[src/hw/rtl/bss_pkg.sv]
// ----------------------------------------------------------------------------
// bss_pkg
// Shared constants and types for the byte string search block.
// ----------------------------------------------------------------------------
package bss_pkg;

  localparam int NEEDLE_MAX_DEF  = 32;
  localparam int OFFSET_BITS_DEF = 32;

  localparam int BYTE_W      = 8;
  localparam int LEN_W       = 6;
  localparam int CFG_INDEX_W = 3;
  localparam int CFG_DATA_W  = 64;
  localparam int WORD_BYTES  = 8;
  localparam int MATCH_OFF_W = 32;

  localparam logic [CFG_INDEX_W-1:0] CFG_NEEDLE_WORD_0 = 3'd0;
  localparam logic [CFG_INDEX_W-1:0] CFG_NEEDLE_WORD_3 = 3'd3;
  localparam logic [CFG_INDEX_W-1:0] CFG_NEEDLE_LENGTH = 3'd4;

  localparam logic [LEN_W-1:0] NEEDLE_LENGTH_RST = 6'd1;

  typedef struct packed {
    logic                   found;
    logic [MATCH_OFF_W-1:0] match_offset;
  } result_t;

endpackage

[src/hw/rtl/byte_string_search_top.sv]
// ----------------------------------------------------------------------------
// byte_string_search_top
// First-occurrence search of a configured needle in a streamed haystack.
// ----------------------------------------------------------------------------
//  channel  handshake            payload
//  in       in_valid / in_stall   haystack_byte, is_last
//  out      out_valid / out_stall found, match_offset
//  cfg      cfg_valid / cfg_ready cfg_index, cfg_data
//
//  one haystack beat per cycle while in_stall is low; the window compare finishes in the accept cycle
//  a result is registered in the output register, or in the skid entry when a valid output
//  is held by out_stall; this two-entry output buffer lets input flow while a result waits;
//  in_stall rises only when both entries are full, and during reset
//  reset is synchronous; cfg_ready is always high
// ----------------------------------------------------------------------------
module byte_string_search_top #(
  parameter int NEEDLE_MAX  = bss_pkg::NEEDLE_MAX_DEF,
  parameter int OFFSET_BITS = bss_pkg::OFFSET_BITS_DEF
) (
  input  logic                               clk,
  input  logic                               rst,
  input  logic                               in_valid,
  output logic                               in_stall,
  input  logic [bss_pkg::BYTE_W-1:0]         haystack_byte,
  input  logic                               is_last,
  output logic                               out_valid,
  input  logic                               out_stall,
  output logic                               found,
  output logic [bss_pkg::MATCH_OFF_W-1:0]    match_offset,
  input  logic                               cfg_valid,
  output logic                               cfg_ready,
  input  logic [bss_pkg::CFG_INDEX_W-1:0]    cfg_index,
  input  logic [bss_pkg::CFG_DATA_W-1:0]     cfg_data
);

  logic [NEEDLE_MAX-1:0][bss_pkg::BYTE_W-1:0] needle;
  logic [bss_pkg::LEN_W-1:0]                  needle_len;

  logic [NEEDLE_MAX-1:0][bss_pkg::BYTE_W-1:0] window;
  logic [NEEDLE_MAX-1:0][bss_pkg::BYTE_W-1:0] window_next;
  logic [OFFSET_BITS-1:0]                     count;
  logic [OFFSET_BITS-1:0]                     count_next;
  logic                                       match_seen;
  logic                                       match_seen_next;
  logic [OFFSET_BITS-1:0]                     first_offset;
  logic [OFFSET_BITS-1:0]                     first_offset_next;

  logic             hit;
  logic             in_beat;
  logic             new_res;
  bss_pkg::result_t res_new;
  bss_pkg::result_t out_res;
  bss_pkg::result_t pend_res;
  logic             pend_valid;

  assign cfg_ready = 1'b1;
  assign in_stall  = pend_valid | rst;
  assign in_beat   = in_valid & ~in_stall;
  assign new_res   = in_beat & is_last;

  // config registers
  always_ff @(posedge clk) begin
    if (rst) begin
      needle     <= '0;
      needle_len <= bss_pkg::NEEDLE_LENGTH_RST;
    end else if (cfg_valid && cfg_ready) begin
      if (cfg_index == bss_pkg::CFG_NEEDLE_LENGTH) begin
        needle_len <= cfg_data[bss_pkg::LEN_W-1:0];
      end
      for (int k = 0; k < NEEDLE_MAX; k++) begin
        if ((cfg_index <= bss_pkg::CFG_NEEDLE_WORD_3) &&
            (cfg_index == bss_pkg::CFG_INDEX_W'(k / bss_pkg::WORD_BYTES))) begin
          needle[k] <= cfg_data[(k % bss_pkg::WORD_BYTES)*bss_pkg::BYTE_W +: bss_pkg::BYTE_W];
        end
      end
    end
  end

  always_comb begin
    window_next[0] = haystack_byte;
    for (int i = 1; i < NEEDLE_MAX; i++) begin
      window_next[i] = window[i-1];
    end
    count_next = (count == '1) ? count : count + 1'b1;
  end

  bss_match #(
    .NEEDLE_MAX(NEEDLE_MAX)
  ) u_match (
    .window (window_next),
    .needle (needle),
    .len    (needle_len),
    .hit    (hit)
  );

  always_comb begin
    match_seen_next   = match_seen;
    first_offset_next = first_offset;
    if (!match_seen) begin
      if (needle_len == '0) begin
        match_seen_next   = 1'b1;
        first_offset_next = '0;
      end else if (hit && (count_next >= OFFSET_BITS'(needle_len))) begin
        match_seen_next   = 1'b1;
        first_offset_next = count_next - OFFSET_BITS'(needle_len);
      end
    end
    res_new.found        = match_seen_next;
    res_new.match_offset = match_seen_next ?
                           bss_pkg::MATCH_OFF_W'(first_offset_next) : '0;
  end

  // search state; window needs no reset since the count gates every compare
  always_ff @(posedge clk) begin
    if (in_beat) begin
      window <= window_next;
    end
    if (rst) begin
      count        <= '0;
      match_seen   <= 1'b0;
      first_offset <= '0;
    end else if (in_beat) begin
      if (is_last) begin
        count        <= '0;
        match_seen   <= 1'b0;
        first_offset <= '0;
      end else begin
        count        <= count_next;
        match_seen   <= match_seen_next;
        first_offset <= first_offset_next;
      end
    end
  end

  // output register plus skid entry
  always_ff @(posedge clk) begin
    if (rst) begin
      out_valid  <= 1'b0;
      pend_valid <= 1'b0;
    end else if (!out_valid || !out_stall) begin
      if (pend_valid) begin
        out_valid  <= 1'b1;
        out_res    <= pend_res;
        pend_valid <= 1'b0;
      end else begin
        out_valid <= new_res;
        out_res   <= res_new;
      end
    end else if (new_res) begin
      pend_valid <= 1'b1;
      pend_res   <= res_new;
    end
  end

  assign found        = out_res.found;
  assign match_offset = out_res.match_offset;

endmodule

[src/hw/rtl/bss_match.sv]
// ----------------------------------------------------------------------------
// bss_match
// Compare of the newest len window bytes against the needle, for len 1 to NEEDLE_MAX.
// ----------------------------------------------------------------------------
module bss_match #(
  parameter int NEEDLE_MAX = bss_pkg::NEEDLE_MAX_DEF
) (
  input  logic [NEEDLE_MAX-1:0][bss_pkg::BYTE_W-1:0] window,
  input  logic [NEEDLE_MAX-1:0][bss_pkg::BYTE_W-1:0] needle,
  input  logic [bss_pkg::LEN_W-1:0]                  len,
  output logic                                       hit
);

  localparam int FLAT_W = NEEDLE_MAX * bss_pkg::BYTE_W;

  logic [NEEDLE_MAX-1:0][bss_pkg::BYTE_W-1:0] rev;
  logic [NEEDLE_MAX-1:0][bss_pkg::BYTE_W-1:0] aligned;
  logic [bss_pkg::LEN_W-1:0]                  shift_bytes;
  logic                                       len_ok;

  // needle reversed, then shifted so that needle byte 0 sits at window slot len-1
  always_comb begin
    for (int k = 0; k < NEEDLE_MAX; k++) begin
      rev[k] = needle[NEEDLE_MAX-1-k];
    end
    shift_bytes = bss_pkg::LEN_W'(NEEDLE_MAX) - len;
    aligned     = FLAT_W'(rev) >> {shift_bytes, 3'b000};
  end

  assign len_ok = (len != '0) && (len <= bss_pkg::LEN_W'(NEEDLE_MAX));

  always_comb begin
    hit = len_ok;
    for (int j = 0; j < NEEDLE_MAX; j++) begin
      if ((bss_pkg::LEN_W'(j) < len) && (window[j] != aligned[j])) begin
        hit = 1'b0;
      end
    end
  end

endmodule

[config.mk]
export PLATFORM = sky130hd
export DESIGN_NAME = byte_string_search_top
export DESIGN_NICKNAME = d
export VERILOG_FILES = /design/src/hw/rtl/bss_pkg.sv /design/src/hw/rtl/byte_string_search_top.sv /design/src/hw/rtl/bss_match.sv
export SDC_FILE = /design/constraint.sdc
export NUM_CORES = 2
export LEC_CHECK = 0
export BUFFER_PORTS_ARGS = -buffer_cell sky130_fd_sc_hd__buf_2
export CAP_MARGIN = 20
export CORE_MARGIN = 3
export CORE_UTILIZATION = 55
export DETAILED_ROUTE_END_ITERATION = 10
export GPL_TIMING_DRIVEN = 0
export PLACE_DENSITY = 0.74
export SYNTH_ARGS = -nofsm -noshare
export SYNTH_HDL_FRONTEND = slang
export SYNTH_SLANG_ARGS = --single-unit
[constraint.sdc]
create_clock -name clk -period 9.3 [get_ports clk]
set_clock_uncertainty 0.2 [all_clocks]
set_input_delay 0 -clock clk [delete_from_list [all_inputs] [get_ports clk]]
set_output_delay 0 -clock clk [all_outputs]
set_load 0.02 [all_outputs]
==> results of run 1 <==
metrics by stage:
| step | util, % | TNS, ps | worst slack [ps] |
|---|---|---|---|
| floorplan | - | 0 | 285.4 |
| global placement | 58.09 | -738070 | -2825 |
| detailed placement | 58.57 | -150390 | -1746 |
| CTS | 63.25 | 0 | 2.862 |
synthesized netlist by cell type (43+ instances only):
cell type | n | area (um2)
a21oi_1 | 394 | 1972
buf_2 | 90 | 450.4
clkbuf_1 | 155 | 581.8
dfxtp_1 | 329 | 6586
edfxtp_1 | 314 | 9429
inv_1 | 55 | 206.5
mux2_2 | 164 | 1847
mux2i_1 | 257 | 2572
mux4_2 | 203 | 4572
nand2_1 | 764 | 2868
nand3_1 | 64 | 320.3
nand4_1 | 44 | 275.3
nor2_1 | 210 | 788.3
nor3_1 | 74 | 370.4
o21ai_0 | 93 | 465.5
o22ai_1 | 63 | 394.1
o2bb2ai_1 | 43 | 376.6
xnor2_1 | 133 | 1165
xor2_1 | 102 | 893.4
timing repair:
action                                 CTS
endpoints found under the hold margin  336
buffers inserted                         2
hold buffers                           112
gates resized for setup                 34
pin swaps                                3
setup endpoints to repair               99
layer usage:
layer / overflow / track usage, %
met1: 0 / 76.39
met2: 1 / 88.83
met3: 0 / 58.38
met4: 1 / 68.95
met5: 0 / 35.83
logic make-up after synthesis:
family / after synthesis / synth area share, %
and+or+nand+nor: 1452 / 15.77
AOI/OAI and AO/OA: 1034 / 15.97
muxes: 633 / 21.08
DFF: 643 / 37.01
xor gates and xnor gates: 239 / 4.906
other: 1 / 0.008665
buffers and inverters: 405 / 4.958
adders and majority gates: 10 / 0.3065
==> summary.txt, run 1 <==
Global routing
  – GRT overflow: 2
  – Vias in the first global route: ~49k
  – Overall Global Routing Usage: between 70% and 80%
  – Largest net degree at the start of global routing: 70
  – First-pass GRT wire length: between 400 and 500 mm

Logic synthesis
  – FFs w/ async S/R, synth: 0%
  – Sequential element share of the synthesized area: a little under two fifths
  – Synth cell types: 114
  – EDFF count, synth: between 300 and 400
  – Top_reg_cell synth: dfxtp_1
  – Seq cells post-synth: 643
  – Ys Warns: 0
  – Synth Area per Inst: 9.798 um2
  – Post-Syn Nets: 4508
  – Synth Cell Area: approximately 43000 um2
  – Synthesized netlist cell count: between 4k and 5k

Placement
  – Routability cong.: between 1 and 1.5
  – I/O Buffers: 114
  – Placed insts: around 5.6k
  – Dpl hpwl: between 200 and 250 mm
  – DP Area: ~46000 um2

Floorplan
  – I/O pin total: between 100 and 150
  – Initial Utilization: about 56%
  – FP Rows: around 100
  – Die Ht: around 290 um
  – Die Width: approximately 290 um

Clocking
  – CTS max path bufs: 3
  – H-tree levels: 3
  – CTS Root Cell: clkbuf_16
  – CTS Buf Count: 70
  – Clock sinks: ~640

Status
  – Status: aborted with a tool error
  – Failed at: global routing
  – Stop err: [ERROR GRT-0116] Global routing finished with congestion. Check the congestion regions in the DRC Viewer.
==> run 2: changes to the inputs <==
--- a/config.mk
+++ b/config.mk
@@ -8,10 +8,10 @@
 export BUFFER_PORTS_ARGS = -buffer_cell sky130_fd_sc_hd__buf_2
 export CAP_MARGIN = 20
 export CORE_MARGIN = 3
-export CORE_UTILIZATION = 55
+export CORE_UTILIZATION = 40
 export DETAILED_ROUTE_END_ITERATION = 10
 export GPL_TIMING_DRIVEN = 0
-export PLACE_DENSITY = 0.74
+export PLACE_DENSITY_LB_ADDON = 0.15
 export SYNTH_ARGS = -nofsm -noshare
 export SYNTH_HDL_FRONTEND = slang
 export SYNTH_SLANG_ARGS = --single-unit
==> constraint.sdc (replaced) <==
create_clock -name clk -period 12.1 [get_ports clk]
set_clock_uncertainty 0.2 [all_clocks]
set_input_delay 0 -clock clk [delete_from_list [all_inputs] [get_ports clk]]
set_output_delay 0 -clock clk [all_outputs]
set_load 0.02 [all_outputs]
==> summary.txt, run 2 <==
Detailed routing
  – Via count: ~46k
  – Routed Wire Length: slightly above 300 mm
  – Routed Antenna Nets: 0
  – Drt first pass iters: 9
  – Drt initial violations: between 7k and 8k
  – DR vias/cell: around 7.3
  – DRC viols: 0
  – Routed wl met3: 41.66 mm
  – DR WL met2: 116.9 mm
  – DRT met1 WL: 109.2 mm
  – Highest metal used: met5
  – DR WL/cell: approximately 48 um

Logic synthesis
  – Top_reg_cell synth: dfxtp_1 (unchanged)
  – Ys Warns: 0 (unchanged)
  – Synth Cell Area: 43280 um2 (unchanged)
  – Post-Syn Nets: 4508 (unchanged)
  – Share of the synthesized area in the top cell type: 21.79% (unchanged)
  – Synth cell types: 114 (unchanged)
  – EDFF count, synth: 314 (unchanged)
  – Most frequent cells after synthesis: nand2_1 (764), a21oi_1 (394), dfxtp_1 (329) (unchanged)
  – Synthesized netlist cell count: 4417 (unchanged)
  – Sequential element share of the synthesized area: 37.01% (unchanged)
  – Synth Area per Inst: 9.798 um2 (unchanged)
  – FFs w/ async S/R, synth: 0% (unchanged)
  – Most numerous cell in the Yosys netlist: nand2_1 (unchanged)
  – Top cell type by total area after synthesis: edfxtp_1 (unchanged)
  – Ranking of synthesized cells by area: edfxtp_1 (22%), dfxtp_1 (15%), mux4_2 (11%), nand2_1 (6.6%), mux2i_1 (5.9%) (unchanged)
  – Seq cells post-synth: 643 (unchanged)

Placement
  – I/O Buffers: 114 (unchanged)
  – Routability cong.: 1.172 (was 1.283)
  – Dpl hpwl: 240.8 mm (was 216.8 mm)

Global routing
  – Initial antenna violation count: 30
  – Vias in the first global route: 41.22k
  – GRT overflow: 0
  – Overall Global Routing Usage: 52.67%
  – First-pass GRT wire length: between 300 and 400 mm
  – Largest net degree at the start of global routing: between 60 and 70

Layout
  – Layout cell share with drive strength beyond 1: between 10% and 20%
  – Nets: 4878
  – Top reg by flops: needle
  – Largest regs: needle: 256 flops, window: 248 flops, pend_res: 33 flops
  – Most common cell after layout, fill and taps aside: nand2_1
  – Syn-to-layout area delta: 15.65%
  – Filler Cell Count: between 10k and 15k
  – Commonest non-fill, non-tap cells in the layout: nand2_1 (764), a21oi_1 (393), dfxtp_1 (329)
  – Largest register FFs: ~260

Clocking
  – CTS max path bufs: 3 (unchanged)
  – H-tree levels: 3 (unchanged)
  – Clk pin slew, worst setup/hold paths: approximately 60 ps
  – CTS Buf Count: 71 (was 70)
  – TritonCTS clock tree: built
  – Post-CTS setup buffer count: 0 (was 2)
  – Clock latency on the worst-skew pair: slightly above 700 ps
  – CTS Root Cell: clkbuf_16 (unchanged)
  – Clock sinks: 643 (unchanged)

Power
  – Int Power: just under 0.004 W
  – P_sw: between 0.0015 and 0.002 W
  – Lkg Pwr: around 17 nW
  – Clock share of power: 40.8%
  – Pwr per Cell Area: 113.3 nW/um2
  – Final Total Pwr: 0.005673 W
  – Sw Ratio: just over 30%
  – Flop pwr share: around 43%
  – Max VDD drop: roughly 120 uV
  – Comb pwr share: 16.5%

STA
  – Fin crit period: between 10000 and 15000 ps
  – Final hold slack: between 1.5 and 2 ps
  – Fin. Hold Viols: 0
  – Final setup TNS: -19240 ps
  – Final setup violating endpoints: 97
  – Final Cycle Share: 103.0%
  – Worst-margin pin slew: between 1000 and 1500 ps
  – Worst slew margin: less than 1%
  – Fmax: 80.25 MHz
  – RSZ-0062 raised after global routing: false
  – Slew Viols, Final: 0
  – Final WS setup: -360.4 ps

Floorplan
  – Core Box Area: around 110000 um2
  – I/O pin total: 117 (unchanged)
  – Die area: approximately 110000 um2
  – Die Width: 334.9 um (was 286.5 um)
  – Initial Utilization: 40.37% (was 55.68%)
  – Die Ht: 334.9 um (was 286.5 um)
  – FP Rows: 120 (was 102)

Status
  – Failing checks: negative setup slack
  – Status: finished, violations left (was aborted with a tool error)

Setup path
  – Max Fanout on Critical Path: 10
  – Setup crit end kind: register
  – Type of the worst setup path: reg -> reg
  – Worst EP required: 12400 ps
  – CP Launch Type: register
  – CP arrival: about 13000 ps

Run
  – Maxcap violations: 0

Hold path
  – Worst Hold Class: in -> reg
==> run 2: cell counts after synthesis <==
Identical to the previous run, type by type.
==> run 2: cell families after synthesis <==
group	share of synthesized area, %
XOR/XNOR	4.906
multiplexers	21.08
AND/OR/NAND/NOR	15.77
AO/OA/AOI/OAI	15.97
adder cells (fa/ha/maj)	0.3065
other	0.008665
buffers and inverters	4.958
flip-flops	37.01
==> run 2: routing by layer <==
layer | track usage, % | vias to the layer above
met5 | 2.128 | -
met4 | 45.94 | 20
met3 | 24.07 | 1380
met2 | 71.10 | 4158
met1 | 62.42 | 22570
li1 | - | 17490
==> run 2: final cells by class <==
cell class | count | area [um2] | share of cell area [%]
multi-input combinational | 3369 | 25170 | 50.29
clock inverter | 33 | 508.0 | 1.015
antenna | 18 | 45.04 | 0.08999
clock buffer | 94 | 1964 | 3.925
inverter | 58 | 217.7 | 0.4350
timing repair buffer | 297 | 2427 | 4.850
buffer | 347 | 1946 | 3.887
tap | 1403 | 1755 | 3.507
sequential | 643 | 16020 | 32.00
==> run 2: timing repair <==
action | 4_1_cts | 5_1_grt
resized for setup | 0 | 4
endpoints found under the hold margin | 377 | 0
endpoints found under the setup margin | 0 | 2
hold buffers | 133 | 0
==> run 2: worst paths after layout <==
kind	cells after the start	from	slack [ps]	endpoint
hold reg to reg	0	window[1]	250	window[9]
setup / recovery	22	needle_len[0]	-360	match_offset[29]
setup reg to reg	22	needle_len[0]	-360	match_offset[29]
hold / removal	4	cfg_data[24]	2	needle[88]
==> run 2: critical path, cell delays in order, from the launching register on <==
cell and delay, ps:
dfxtp_1 570, inv_2 520, buf_2 520, buf_1 770
clkbuf_1 730, clkbuf_1 900, ha_1 270, buf_2 440
nor3b_4 550, xnor2_2 250, nand4_1 840, clkdlybuf4s15_1 1000
clkdlybuf4s15_1 970, o22ai_1 220, a21oi_1 770, xor2_1 200
nand3_1 140, o41ai_1 860, nand3_1 250, nor4_4 420
nand3_2 210, buf_6 210, o31ai_1 350
==> run 2: metrics by stage <==
| stage | setup WS, ps | area [um2] | cells | utilization [%] |
|---|---|---|---|---|
| detailed placement | 352.5 | 46100 | 5975 | 43.00 |
| finish | -360.4 | 50050 | 6262 | 46.69 |
| global route | 27.82 | 50010 | 6245 | 46.65 |
| CTS | 396.6 | 49900 | 6235 | 46.55 |
| floorplan | 3085 | 43280 | 4417 | - |
| global placement | -310.4 | 45600 | 5934 | 42.54 |
==> run 2: power by group through the flow <==
stage / Combinational [W] / Clock (W) / Sequential, W
floorplan: 0.000422 / 0 / 0.00244
global placement: 0.000819 / 0 / 0.00248
finish: 0.000936 / 0.00232 / 0.00242
detailed placement: 0.000828 / 0 / 0.00246
CTS: 0.000864 / 0.00232 / 0.00241
global route: 0.000915 / 0.00241 / 0.00242
(Power assumes the default switching activity.)
